`src/sv/ssnf_pkg.sv`:
```
`timescale 1ns / 1ps
// Shared types, constants and digit helpers for the seven-segment number formatter.
package ssnf_pkg;

  localparam int DIGIT_COUNT = 6;

  typedef enum logic [2:0] {
    CMD_PLAIN  = 3'd0,
    CMD_DOUBLE = 3'd1,
    CMD_COMMA  = 3'd2,
    CMD_BLINK  = 3'd3,
    CMD_CLEAR  = 3'd4,
    CMD_ALL_ON = 3'd5,
    CMD_READ   = 3'd6
  } cmd_e;

  typedef logic [3:0] bcd_t;
  typedef logic [9:0] grp_t;
  typedef logic [7:0] seg_t;

  // floor(n / 10^6) = (n * RECIP_1E6) >> SHIFT_1E6 holds exactly for every 32-bit n.
  localparam logic [30:0] RECIP_1E6 = 31'd1125899907;
  localparam int          SHIFT_1E6 = 50;
  localparam logic [19:0] MOD_1E6   = 20'd1000000;
  // floor(n / 1000) = (n * RECIP_1E3) >> SHIFT_1E3 holds exactly for n below 6.1 million.
  localparam logic [19:0] RECIP_1E3 = 20'd536871;
  localparam int          SHIFT_1E3 = 29;
  localparam logic [9:0]  MOD_1E3   = 10'd1000;

  localparam seg_t SEG_DARK  = 8'h00;
  localparam seg_t SEG_ALL   = 8'hFF;
  localparam seg_t SEG_POINT = 8'h80;

  // Four three-digit groups: both values split at the thousands.
  typedef struct packed {
    cmd_e cmd;
    grp_t m_hi;
    grp_t m_lo;
    grp_t s_hi;
    grp_t s_lo;
  } groups_t;

  typedef struct packed {
    cmd_e                   cmd;
    bcd_t [DIGIT_COUNT-1:0] mdig;
    bcd_t [DIGIT_COUNT-1:0] sdig;
  } digits_t;

  typedef struct packed {
    bcd_t       hund;
    logic [6:0] rest;
  } hsplit_t;

  typedef struct packed {
    bcd_t tens;
    bcd_t units;
  } tsplit_t;

  function automatic seg_t seg_encode(input bcd_t d);
    seg_t s;
    case (d)
      4'd0:    s = 8'h3F;
      4'd1:    s = 8'h06;
      4'd2:    s = 8'h5B;
      4'd3:    s = 8'h4F;
      4'd4:    s = 8'h66;
      4'd5:    s = 8'h6D;
      4'd6:    s = 8'h7C;
      4'd7:    s = 8'h07;
      4'd8:    s = 8'h7F;
      4'd9:    s = 8'h6F;
      default: s = SEG_DARK;
    endcase
    return s;
  endfunction

  // Hundreds digit of a value below 1000 by a compare ladder.
  function automatic hsplit_t split_hundreds(input grp_t x);
    hsplit_t r;
    r.hund = 4'd0;
    r.rest = 7'(x);
    for (int k = 1; k < 10; k++) begin
      if (x >= 10'(k * 100)) begin
        r.hund = 4'(k);
        r.rest = 7'(x - 10'(k * 100));
      end
    end
    return r;
  endfunction

  // Tens and units of a value below 100.
  function automatic tsplit_t split_tens(input logic [6:0] x);
    tsplit_t r;
    r.tens  = 4'd0;
    r.units = 4'(x);
    for (int k = 1; k < 10; k++) begin
      if (x >= 7'(k * 10)) begin
        r.tens  = 4'(k);
        r.units = 4'(x - 7'(k * 10));
      end
    end
    return r;
  endfunction

endpackage

```
`src/sv/seven_segment_number_formatter_core.sv`:
```
`timescale 1ns / 1ps
// Top level of the seven-segment number formatter.
//
// Usage: an input transaction carries a command (plain, double, comma, blink,
// clear, all on, read) and up to two unsigned values. Each transaction yields
// exactly one result transaction with the six segment bytes (leftmost digit in
// the top byte, bit 7 of each byte the decimal point), the sticky blink flag and
// the number last shown, which is -1 after reset, clear or all on.
// Both channels use valid/ready. The block is a ten-register pipeline: the
// accepted transaction sits in the input register, four stages of
// reciprocal multiplies split the values into three-digit groups, two stages
// form decimal digits, two stages place and encode the digits, and the last
// register holds the display state and the result.
// Throughput: one transaction per cycle while results are taken; the 32 x 31 bit
// multiply that reduces the first value modulo one million sets the length of the
// first stage. Each stage holds its data while the stage after it is full, so
// input is still taken while a result waits for the receiver, until the pipeline
// is full. Reset clears the display to dark, the shown number to -1 and
// the blink flag.
module seven_segment_number_formatter_core (
  input  logic               clk_i,
  input  logic               rst_ni,
  input  logic               in_valid_i,
  output logic               in_ready_o,
  input  logic [2:0]         cmd_i,
  input  logic [31:0]        first_value_i,
  input  logic [16:0]        second_value_i,
  output logic               out_valid_o,
  input  logic               out_ready_i,
  output logic [47:0]        segment_pattern_o,
  output logic               blink_on_o,
  output logic signed [32:0] shown_value_o
);

  logic              grp_valid;
  logic              grp_ready;
  ssnf_pkg::groups_t groups;
  logic              dig_valid;
  logic              dig_ready;
  ssnf_pkg::digits_t digits;
  logic              digits_ok;

  ssnf_split u_split (
    .clk_i    (clk_i),
    .rst_ni   (rst_ni),
    .valid_i  (in_valid_i),
    .ready_o  (in_ready_o),
    .cmd_i    (ssnf_pkg::cmd_e'(cmd_i)),
    .first_i  (first_value_i),
    .second_i (second_value_i),
    .valid_o  (grp_valid),
    .ready_i  (grp_ready),
    .groups_o (groups)
  );

  ssnf_bcd u_bcd (
    .clk_i    (clk_i),
    .rst_ni   (rst_ni),
    .valid_i  (grp_valid),
    .ready_o  (grp_ready),
    .groups_i (groups),
    .valid_o  (dig_valid),
    .ready_i  (dig_ready),
    .digits_o (digits)
  );

  ssnf_fmt u_fmt (
    .clk_i             (clk_i),
    .rst_ni            (rst_ni),
    .valid_i           (dig_valid),
    .ready_o           (dig_ready),
    .digits_i          (digits),
    .valid_o           (out_valid_o),
    .ready_i           (out_ready_i),
    .segment_pattern_o (segment_pattern_o),
    .blink_on_o        (blink_on_o),
    .shown_value_o     (shown_value_o)
  );

  always_comb begin
    digits_ok = 1'b1;
    for (int p = 0; p < ssnf_pkg::DIGIT_COUNT; p++) begin
      if (digits.mdig[p] > 4'd9 || digits.sdig[p] > 4'd9) begin
        digits_ok = 1'b0;
      end
    end
  end

  // The reciprocal multiplies must leave every group below one thousand.
  a_groups_in_range : assert property (@(posedge clk_i) disable iff (!rst_ni)
    grp_valid |-> (groups.m_hi < 10'd1000 && groups.m_lo < 10'd1000 &&
                   groups.s_hi < 10'd1000 && groups.s_lo < 10'd1000))
    else $error("three-digit group out of range");

  a_digits_decimal : assert property (@(posedge clk_i) disable iff (!rst_ni)
    dig_valid |-> digits_ok)
    else $error("digit above nine after conversion");

  a_blink_sticky : assert property (@(posedge clk_i) disable iff (!rst_ni)
    blink_on_o |=> blink_on_o)
    else $error("blink flag dropped");

  a_shown_range : assert property (@(posedge clk_i) disable iff (!rst_ni)
    out_valid_o |-> (shown_value_o == -33'sd1 || shown_value_o < 33'sd1000000))
    else $error("shown number exceeds six digits");

endmodule

```
`src/sv/ssnf_split.sv`:
```
`timescale 1ns / 1ps
// Input register and reciprocal-multiply pipeline that splits both values into 3-digit groups.
module ssnf_split (
  input  logic                clk_i,
  input  logic                rst_ni,
  input  logic                valid_i,
  output logic                ready_o,
  input  ssnf_pkg::cmd_e      cmd_i,
  input  logic [31:0]         first_i,
  input  logic [16:0]         second_i,
  output logic                valid_o,
  input  logic                ready_i,
  output ssnf_pkg::groups_t   groups_o
);

  localparam int STAGES = 5;
  localparam int QW     = 13;

  logic [STAGES-1:0] vld_q;
  logic [STAGES:0]   rdy;

  // Stage 0: accepted transaction.
  ssnf_pkg::cmd_e cmd0_q;
  logic [31:0]    first0_q;
  logic [16:0]    second0_q;
  // Stage 1: quotients by 10^6 and by 1000.
  ssnf_pkg::cmd_e cmd1_q;
  logic [19:0]    flo1_q;
  logic [16:0]    sec1_q;
  logic [QW-1:0]  q1_q;
  logic [7:0]     shi1_q;
  // Stage 2: first value mod 10^6, second value split.
  ssnf_pkg::cmd_e  cmd2_q;
  logic [19:0]     m2_q;
  logic [7:0]      shi2_q;
  ssnf_pkg::grp_t  slo2_q;
  // Stage 3: upper group of the first value.
  ssnf_pkg::cmd_e  cmd3_q;
  logic [19:0]     m3_q;
  ssnf_pkg::grp_t  mhi3_q;
  logic [7:0]      shi3_q;
  ssnf_pkg::grp_t  slo3_q;
  // Stage 4: all groups.
  ssnf_pkg::groups_t groups4_q;

  logic [62:0]       prod1;
  logic [36:0]       prod_s;
  logic [32:0]       qm;
  logic [16:0]       shm;
  logic [39:0]       prod3;
  logic [19:0]       mm;
  logic [QW-1:0]     q1_d;
  logic [7:0]        shi1_d;
  logic [19:0]       m2_d;
  ssnf_pkg::grp_t    slo2_d;
  ssnf_pkg::grp_t    mhi3_d;
  ssnf_pkg::groups_t groups4_d;

  always_comb begin
    rdy[STAGES] = ready_i;
    for (int k = STAGES - 1; k >= 0; k--) begin
      rdy[k] = !vld_q[k] || rdy[k+1];
    end
  end

  assign ready_o  = rdy[0];
  assign valid_o  = vld_q[STAGES-1];
  assign groups_o = groups4_q;

  always_comb begin
    prod1  = 63'(first0_q) * 63'(ssnf_pkg::RECIP_1E6);
    q1_d   = prod1[ssnf_pkg::SHIFT_1E6 +: QW];
    prod_s = 37'(second0_q) * 37'(ssnf_pkg::RECIP_1E3);
    shi1_d = prod_s[ssnf_pkg::SHIFT_1E3 +: 8];

    // The remainder is below 2^20, so the low 20 bits of the product suffice.
    qm     = 33'(q1_q) * 33'(ssnf_pkg::MOD_1E6);
    m2_d   = flo1_q - qm[19:0];
    shm    = 17'(shi1_q) * 17'(ssnf_pkg::MOD_1E3);
    slo2_d = 10'(sec1_q - shm);

    prod3  = 40'(m2_q) * 40'(ssnf_pkg::RECIP_1E3);
    mhi3_d = prod3[ssnf_pkg::SHIFT_1E3 +: 10];

    mm             = 20'(mhi3_q) * 20'(ssnf_pkg::MOD_1E3);
    groups4_d.cmd  = cmd3_q;
    groups4_d.m_hi = mhi3_q;
    groups4_d.m_lo = 10'(m3_q - mm);
    groups4_d.s_hi = 10'(shi3_q);
    groups4_d.s_lo = slo3_q;
  end

  always_ff @(posedge clk_i or negedge rst_ni) begin
    if (!rst_ni) begin
      vld_q <= '0;
    end else begin
      if (rdy[0]) begin
        vld_q[0] <= valid_i;
      end
      for (int k = 1; k < STAGES; k++) begin
        if (rdy[k]) begin
          vld_q[k] <= vld_q[k-1];
        end
      end
    end
  end

  always_ff @(posedge clk_i) begin
    if (rdy[0]) begin
      cmd0_q    <= cmd_i;
      first0_q  <= first_i;
      second0_q <= second_i;
    end
    if (rdy[1]) begin
      cmd1_q <= cmd0_q;
      flo1_q <= first0_q[19:0];
      sec1_q <= second0_q;
      q1_q   <= q1_d;
      shi1_q <= shi1_d;
    end
    if (rdy[2]) begin
      cmd2_q <= cmd1_q;
      m2_q   <= m2_d;
      shi2_q <= shi1_q;
      slo2_q <= slo2_d;
    end
    if (rdy[3]) begin
      cmd3_q <= cmd2_q;
      m3_q   <= m2_q;
      mhi3_q <= mhi3_d;
      shi3_q <= shi2_q;
      slo3_q <= slo2_q;
    end
    if (rdy[4]) begin
      groups4_q <= groups4_d;
    end
  end

endmodule

```
`src/sv/ssnf_bcd.sv`:
```
`timescale 1ns / 1ps
// Two-stage conversion of the four 3-digit groups into decimal digits.
module ssnf_bcd (
  input  logic              clk_i,
  input  logic              rst_ni,
  input  logic              valid_i,
  output logic              ready_o,
  input  ssnf_pkg::groups_t groups_i,
  output logic              valid_o,
  input  logic              ready_i,
  output ssnf_pkg::digits_t digits_o
);

  logic [1:0] vld_q;
  logic [2:0] rdy;

  ssnf_pkg::cmd_e             cmda_q;
  ssnf_pkg::hsplit_t [3:0]    hs_q;
  ssnf_pkg::hsplit_t [3:0]    hs_d;
  ssnf_pkg::grp_t [3:0]       grp;
  ssnf_pkg::tsplit_t [3:0]    ts;
  ssnf_pkg::digits_t          digits_d;
  ssnf_pkg::digits_t          digits_q;

  always_comb begin
    rdy[2] = ready_i;
    rdy[1] = !vld_q[1] || rdy[2];
    rdy[0] = !vld_q[0] || rdy[1];
  end

  assign ready_o  = rdy[0];
  assign valid_o  = vld_q[1];
  assign digits_o = digits_q;

  always_comb begin
    grp = {groups_i.m_hi, groups_i.m_lo, groups_i.s_hi, groups_i.s_lo};
    for (int g = 0; g < 4; g++) begin
      hs_d[g] = ssnf_pkg::split_hundreds(grp[g]);
    end
  end

  always_comb begin
    for (int g = 0; g < 4; g++) begin
      ts[g] = ssnf_pkg::split_tens(hs_q[g].rest);
    end
    digits_d.cmd  = cmda_q;
    digits_d.mdig = {hs_q[3].hund, ts[3].tens, ts[3].units,
                     hs_q[2].hund, ts[2].tens, ts[2].units};
    digits_d.sdig = {hs_q[1].hund, ts[1].tens, ts[1].units,
                     hs_q[0].hund, ts[0].tens, ts[0].units};
  end

  always_ff @(posedge clk_i or negedge rst_ni) begin
    if (!rst_ni) begin
      vld_q <= '0;
    end else begin
      if (rdy[0]) begin
        vld_q[0] <= valid_i;
      end
      if (rdy[1]) begin
        vld_q[1] <= vld_q[0];
      end
    end
  end

  always_ff @(posedge clk_i) begin
    if (rdy[0]) begin
      cmda_q <= groups_i.cmd;
      hs_q   <= hs_d;
    end
    if (rdy[1]) begin
      digits_q <= digits_d;
    end
  end

endmodule

```
`src/sv/ssnf_fmt.sv`:
```
`timescale 1ns / 1ps
// Digit placement, blanking and segment encoding, then the display state and result register.
module ssnf_fmt (
  input  logic                   clk_i,
  input  logic                   rst_ni,
  input  logic                   valid_i,
  output logic                   ready_o,
  input  ssnf_pkg::digits_t      digits_i,
  output logic                   valid_o,
  input  logic                   ready_i,
  output logic [47:0]            segment_pattern_o,
  output logic                   blink_on_o,
  output logic signed [32:0]     shown_value_o
);

  localparam int DC = ssnf_pkg::DIGIT_COUNT;

  typedef struct packed {
    logic write;
    logic no_number;
    logic set_blink;
  } fmt_ctrl_t;

  logic [1:0] vld_q;
  logic [2:0] rdy;
  logic       out_vld_q;

  // Stage 1 results.
  ssnf_pkg::bcd_t [DC-1:0]  num_d;
  ssnf_pkg::seg_t [DC-1:0]  bytes_d;
  fmt_ctrl_t                ctrl_d;
  ssnf_pkg::bcd_t [DC-1:0]  num1_q;
  ssnf_pkg::seg_t [DC-1:0]  bytes1_q;
  fmt_ctrl_t                ctrl1_q;
  // Stage 2 results: digit pairs as binary.
  logic [2:0][6:0]          pair_d;
  logic [2:0][6:0]          pair2_q;
  ssnf_pkg::seg_t [DC-1:0]  bytes2_q;
  fmt_ctrl_t                ctrl2_q;
  // Display state, which is also the result register.
  ssnf_pkg::seg_t [DC-1:0]  bytes_q;
  logic signed [32:0]       number_q;
  logic                     blink_q;

  logic [19:0]     value;
  logic [2:0]      frac_len;
  logic [DC-1:0]   point;
  logic [DC-1:0]   nz;
  logic [DC-1:0]   lit;
  logic            dbl;
  logic            fill_dark;
  logic            fill_all;

  always_comb begin
    rdy[2] = !out_vld_q || ready_i;
    rdy[1] = !vld_q[1] || rdy[2];
    rdy[0] = !vld_q[0] || rdy[1];
  end

  assign ready_o = rdy[0];

  // Stage 1: choose the digits for the command and build the segment bytes.
  always_comb begin
    // A zero fraction still takes one digit.
    frac_len = 3'd1;
    for (int k = 1; k < DC - 1; k++) begin
      if (digits_i.sdig[k] != 4'd0) begin
        frac_len = 3'(k + 1);
      end
    end

    num_d     = digits_i.mdig;
    point     = '0;
    dbl       = 1'b0;
    fill_dark = 1'b0;
    fill_all  = 1'b0;
    ctrl_d    = '0;

    unique case (digits_i.cmd) inside
      ssnf_pkg::CMD_PLAIN, ssnf_pkg::CMD_BLINK: begin
        ctrl_d.write     = 1'b1;
        ctrl_d.set_blink = (digits_i.cmd == ssnf_pkg::CMD_BLINK);
      end
      ssnf_pkg::CMD_DOUBLE: begin
        num_d        = {digits_i.mdig[2:0], digits_i.sdig[2:0]};
        point[3]     = 1'b1;
        dbl          = 1'b1;
        ctrl_d.write = 1'b1;
      end
      ssnf_pkg::CMD_COMMA: begin
        // Integer digits move up by the fraction length; the top ones fall off.
        for (int p = 0; p < DC; p++) begin
          if (p < int'(frac_len)) begin
            num_d[p] = digits_i.sdig[p];
          end else begin
            num_d[p] = digits_i.mdig[3'(p - int'(frac_len))];
          end
        end
        point[frac_len] = 1'b1;
        ctrl_d.write    = 1'b1;
      end
      ssnf_pkg::CMD_CLEAR: begin
        fill_dark        = 1'b1;
        ctrl_d.write     = 1'b1;
        ctrl_d.no_number = 1'b1;
      end
      ssnf_pkg::CMD_ALL_ON: begin
        fill_all         = 1'b1;
        ctrl_d.write     = 1'b1;
        ctrl_d.no_number = 1'b1;
      end
      default: begin
        ctrl_d.write = 1'b0;
      end
    endcase

    for (int p = 0; p < DC; p++) begin
      nz[p] = (num_d[p] != 4'd0);
    end

    // A digit is lit if any digit at or above it in its group is nonzero;
    // the lowest digit of each group is always lit.
    for (int p = 0; p < DC; p++) begin
      lit[p] = (p == 0) || (dbl && p == 3);
      for (int q = 0; q < DC; q++) begin
        if (q >= p && (!dbl || ((q < 3) == (p < 3)))) begin
          lit[p] = lit[p] | nz[q];
        end
      end
    end

    for (int p = 0; p < DC; p++) begin
      if (fill_dark) begin
        bytes_d[p] = ssnf_pkg::SEG_DARK;
      end else if (fill_all) begin
        bytes_d[p] = ssnf_pkg::SEG_ALL;
      end else begin
        bytes_d[p] = (lit[p] ? ssnf_pkg::seg_encode(num_d[p]) : ssnf_pkg::SEG_DARK)
                   | (point[p] ? ssnf_pkg::SEG_POINT : ssnf_pkg::SEG_DARK);
      end
    end
  end

  // Stage 2: pairs of digits to binary.
  always_comb begin
    for (int i = 0; i < 3; i++) begin
      pair_d[i] = 7'(num1_q[2*i+1]) * 7'd10 + 7'(num1_q[2*i]);
    end
  end

  assign value = 20'(pair2_q[2]) * 20'd10000 + 20'(pair2_q[1]) * 20'd100 + 20'(pair2_q[0]);

  always_ff @(posedge clk_i or negedge rst_ni) begin
    if (!rst_ni) begin
      vld_q     <= '0;
      out_vld_q <= 1'b0;
      bytes_q   <= '0;
      number_q  <= '1;
      blink_q   <= 1'b0;
    end else begin
      if (rdy[0]) begin
        vld_q[0] <= valid_i;
      end
      if (rdy[1]) begin
        vld_q[1] <= vld_q[0];
      end
      if (rdy[2]) begin
        out_vld_q <= vld_q[1];
        // Every command either rewrites the whole display or leaves it alone,
        // so the state is updated only here, in transaction order.
        if (vld_q[1] && ctrl2_q.write) begin
          bytes_q  <= bytes2_q;
          number_q <= ctrl2_q.no_number ? '1 : 33'(value);
        end
        if (vld_q[1] && ctrl2_q.set_blink) begin
          blink_q <= 1'b1;
        end
      end
    end
  end

  always_ff @(posedge clk_i) begin
    if (rdy[0]) begin
      num1_q   <= num_d;
      bytes1_q <= bytes_d;
      ctrl1_q  <= ctrl_d;
    end
    if (rdy[1]) begin
      pair2_q  <= pair_d;
      bytes2_q <= bytes1_q;
      ctrl2_q  <= ctrl1_q;
    end
  end

  assign valid_o           = out_vld_q;
  assign segment_pattern_o = bytes_q;
  assign blink_on_o        = blink_q;
  assign shown_value_o     = number_q;

endmodule
```
`config.mk`:
```
export PLATFORM = sky130hd
export DESIGN_NAME = seven_segment_number_formatter_core
export DESIGN_NICKNAME = d
export VERILOG_FILES = /design/src/sv/ssnf_pkg.sv /design/src/sv/seven_segment_number_formatter_core.sv /design/src/sv/ssnf_split.sv /design/src/sv/ssnf_bcd.sv /design/src/sv/ssnf_fmt.sv
export SDC_FILE = /design/constraint.sdc
export NUM_CORES = 2
export LEC_CHECK = 0
export BUFFER_PORTS_ARGS = -buffer_cell sky130_fd_sc_hd__buf_2
export CORE_UTILIZATION = 30
export DETAILED_ROUTE_END_ITERATION = 6
export PLACE_DENSITY_LB_ADDON = 0.12
export SLEW_MARGIN = 20
export SYNTH_ARGS = -nofsm -noshare
export SYNTH_HDL_FRONTEND = slang
export SYNTH_SLANG_ARGS = --single-unit
```
`constraint.sdc`:
```
create_clock -name clk_i -period 8.1 [get_ports clk_i]
set_clock_uncertainty 0.1 [all_clocks]
set_input_delay 1.62 -clock clk_i [delete_from_list [all_inputs] [get_ports clk_i]]
set_output_delay 1.62 -clock clk_i [all_outputs]
set_load 0.01 [all_outputs]
```
==> results.sh <==
export IMPL_h_tree_depth=3
export IMPL_clock_path_buffers=3
export IMPL_cts_tree="built"
export IMPL_drv_slew=0
export IMPL_firstDrtPassIters=7
export IMPL_core_mm2=0.185
export IMPL_fp_dieH_um=434
export IMPL_drive_gt1_share_pct=8.29
export IMPL_via_per_inst=4.65
export IMPL_place_hpwl_um=126000
export IMPL_grt_pass1_wl_um=235000
export IMPL_startpoint_type="flip-flop"
export IMPL_ys_flop_type="edfxtp_1"
export IMPL_seq_area_mm2=0.0160
export IMPL_synth_distinct_cells=104
export IMPL_hold_viol=0
export IMPL_grt_pass1_vias=39100
export IMPL_clk_pin_slew_ps=50
export IMPL_final_common_cell="inv_1"
export IMPL_synth_async_reset_ratio_pct=14.7
export IMPL_antenna_found_initial=2
export IMPL_io_pins=140
export IMPL_crit_fanout=6
export IMPL_min_period_over_period_pct=95.1
export IMPL_synth_edff_count=466
export IMPL_routed_wl_um=152000
export IMPL_multi_input_area_mm2=0.0353
export IMPL_critPathRequiredTime_ps=8440
export IMPL_die_area_mm2=0.188
export IMPL_synth_cells=5251
export IMPL_drtAntennaViolNets=0
export IMPL_synth_top_area_share_pct=25.0
export IMPL_num_vias=37200
export IMPL_yosysWarningCount=0
export IMPL_yosysTopAreaCell="edfxtp_1"
export IMPL_grt_setup_unrepaired="no"
export IMPL_layout_common_cells="inv_1 (1117), ha_1 (972), fa_1 (560)"
export IMPL_gr_usage_all_layers_pct=16.3
export IMPL_ys_seq_elements=546
export IMPL_place_gp_congestion=0.877
export IMPL_nNetsFinal=7039
export IMPL_path_class="flip-flop to flip-flop"
export IMPL_synth_area_top_cells="edfxtp_1 (25%), ha_1 (22%), fa_1 (20%)"
export IMPL_tightest_slew_ps=1180
export IMPL_status="finished, violations left"
export IMPL_die_w_um=434
export IMPL_syn_cell_area_mm2=0.0559
export IMPL_relSlewSlack_pct=20.9
export IMPL_hold_path_class="flip-flop to flip-flop"
export IMPL_cap_violations=0
export IMPL_clock_latency_ps=690
export IMPL_cts_sinks=546
export IMPL_fillers=18900
export IMPL_finalSetupViolCount=0
export IMPL_arrival_ps=8040
export IMPL_end_kind="flip-flop"
export IMPL_row_count=158
export IMPL_start_util_pct=30.2
export IMPL_grt_start_max_net_pins=77
export IMPL_syn_nets=6839
export IMPL_violations="DRC"
export IMPL_period_needed_ps=7710
export IMPL_syn_to_final_growth_pct=11.6
export IMPL_ys_seq_area_share_pct=28.7
export IMPL_portBuffers=139
export IMPL_root_buffer="clkbuf_16"
export IMPL_drcViolationCount=1
export IMPL_first_iter_violations=2071
export IMPL_fmax_mhz=130
export IMPL_post_drt_wl_per_cell_um=19.0
export IMPL_numCtsBuffers=75
export IMPL_cts_hold_buffers=0
export IMPL_fin_hold_ws_ps=296
export IMPL_postSynthAreaPerCell_um2=10.6
export IMPL_grt_overflow=0
==> registers in the layout (all words and copies together), names as in the netlist, 12 cells and up <==
register / cells
u_bcd.digits_d: 12
u_bcd.digits_o: 47
u_bcd.hs_q: 28
u_fmt.bytes1_q: 48
u_fmt.bytes2_q: 48
u_fmt.num1_q: 24
u_fmt.pair2_q: 21
u_fmt.segment_pattern_o: 48
u_fmt.shown_value_o: 21
u_split.first0_q: 32
u_split.flo1_q: 20
u_split.groups_o: 41
u_split.m2_q: 20
u_split.q1_q: 13
u_split.second0_q: 17
==> synthesized netlist by cell type (all sizes together) (22+ instances only) <==
| cell | n |
|---|---|
| a211oi | 29 |
| a21o | 59 |
| a21oi | 263 |
| a22oi | 26 |
| a31oi | 40 |
| and3 | 26 |
| buf | 27 |
| clkbuf | 74 |
| dfrtp | 59 |
| edfxtp | 466 |
| fa | 560 |
| ha | 972 |
| inv | 1122 |
| mux2i | 22 |
| nand2 | 344 |
| nand2b | 30 |
| nand3 | 55 |
| nand4 | 23 |
| nor2 | 178 |
| nor2b | 32 |
| nor3 | 44 |
| o21a | 28 |
| o21ai | 187 |
| o21bai | 23 |
| o22ai | 25 |
| or2 | 24 |
| xnor2 | 126 |
| xor2 | 60 |
==> path summary, 6_finish.rpt <==
kind                            cells after the start                                 endpoint  slack, ps                              from
max in group asynchronous                           2  u_fmt.segment_pattern_o[25]$_DFFE_PN0P_       5980                            rst_ni
worst min-delay path                                0             u_fmt.bytes2_q[37]$_DFFE_PP_        300  u_fmt.bytes1_q[37]$_SDFFCE_PP0P_
worst max register to register                     24               u_split.q1_q[11]$_DFFE_PP_        390    u_split.first0_q[16]$_DFFE_PP_
min in group asynchronous                           1                u_fmt.valid_o$_DFFE_PN0P_        820                            rst_ni
worst min register to register                      0             u_fmt.bytes2_q[37]$_DFFE_PP_        300  u_fmt.bytes1_q[37]$_SDFFCE_PP0P_
worst max-delay path                               24               u_split.q1_q[11]$_DFFE_PP_        390    u_split.first0_q[16]$_DFFE_PP_
==> metrics by stage <==
step           utilization, %  setup TNS [ps]  worst slack (ps)  instance area [µm²]  instances
3_3_place_gp             32.4            -182              -140                59900       7854
6_report                 33.7               0               393                62400       7994
3_5_place_dp             32.4            -144              -113                59900       7854
4_1_cts                  33.7               0               115                62400       7993
5_1_grt                  33.7               0              7.81                62400       7993
2_1_floorplan               -               0               695                55900       5251
==> layer usage <==
| metal | routed length (µm) | track usage [%] | share of wire (%) | vias to the layer above |
|---|---|---|---|---|
| li1 | - | - | - | 18100 |
| met4 | 3060 | 3.41 | 2.0 | 0 |
| met2 | 74200 | 28.3 | 49 | 601 |
| met5 | 0 | 0 | 0 | - |
| met3 | 4650 | 2.01 | 3.1 | 164 |
| met1 | 69600 | 21.7 | 46 | 18300 |
==> worst max-delay path, stage by stage (launching register included) <==
cell and delay, ps:
edfxtp_1 510, ha_1 380, inv_1 340, fa_1 500
fa_1 510, fa_1 510, inv_1 50, fa_1 460
fa_1 510, fa_1 540, inv_1 50, fa_1 510
inv_1 50, ha_1 300, and4_1 240, and3_2 260
nand4_1 200, a2111oi_4 350, buf_4 180, o31ai_1 70
buf_4 170, a311oi_2 270, a21o_1 190, a21oi_1 80
xnor2_1 120
==> cell families after synthesis <==
family	after synthesis	synth area share [%]
compound gates	879	10.2
xor+xnor	186	2.91
fa+ha+maj	1532	41.8
buf+inv	1225	8.39
flops	546	28.7
mux	33	0.736
simple gates	850	7.26
==> timing repair <==
| item | CTS | global route |
|---|---|---|
| resized for setup | 2 | 4 |
| buffers inserted | 0 | 0 |
| endpoints found under the setup margin | 3 | 4 |
| gates cloned | 0 | 0 |
| pin swaps | 0 | 1 |
==> area by class of cell <==
| cell class | instances | share of cell area [%] |
|---|---|---|
| Timing Repair Buffer | 224 | 2.14 |
| Sequential cell | 546 | 25.7 |
| Tap cell | 2480 | 4.97 |
| Antenna cell | 1 | 0.00401 |
| Multi-Input combinational cell | 3480 | 56.6 |
| Clock buffer | 96 | 3.23 |
| Clock inverter | 43 | 0.646 |
| Inverter | 1124 | 6.77 |
Power is not shown: default switching activity piles up to over one toggle a cycle in this logic, so the estimate is an artifact.
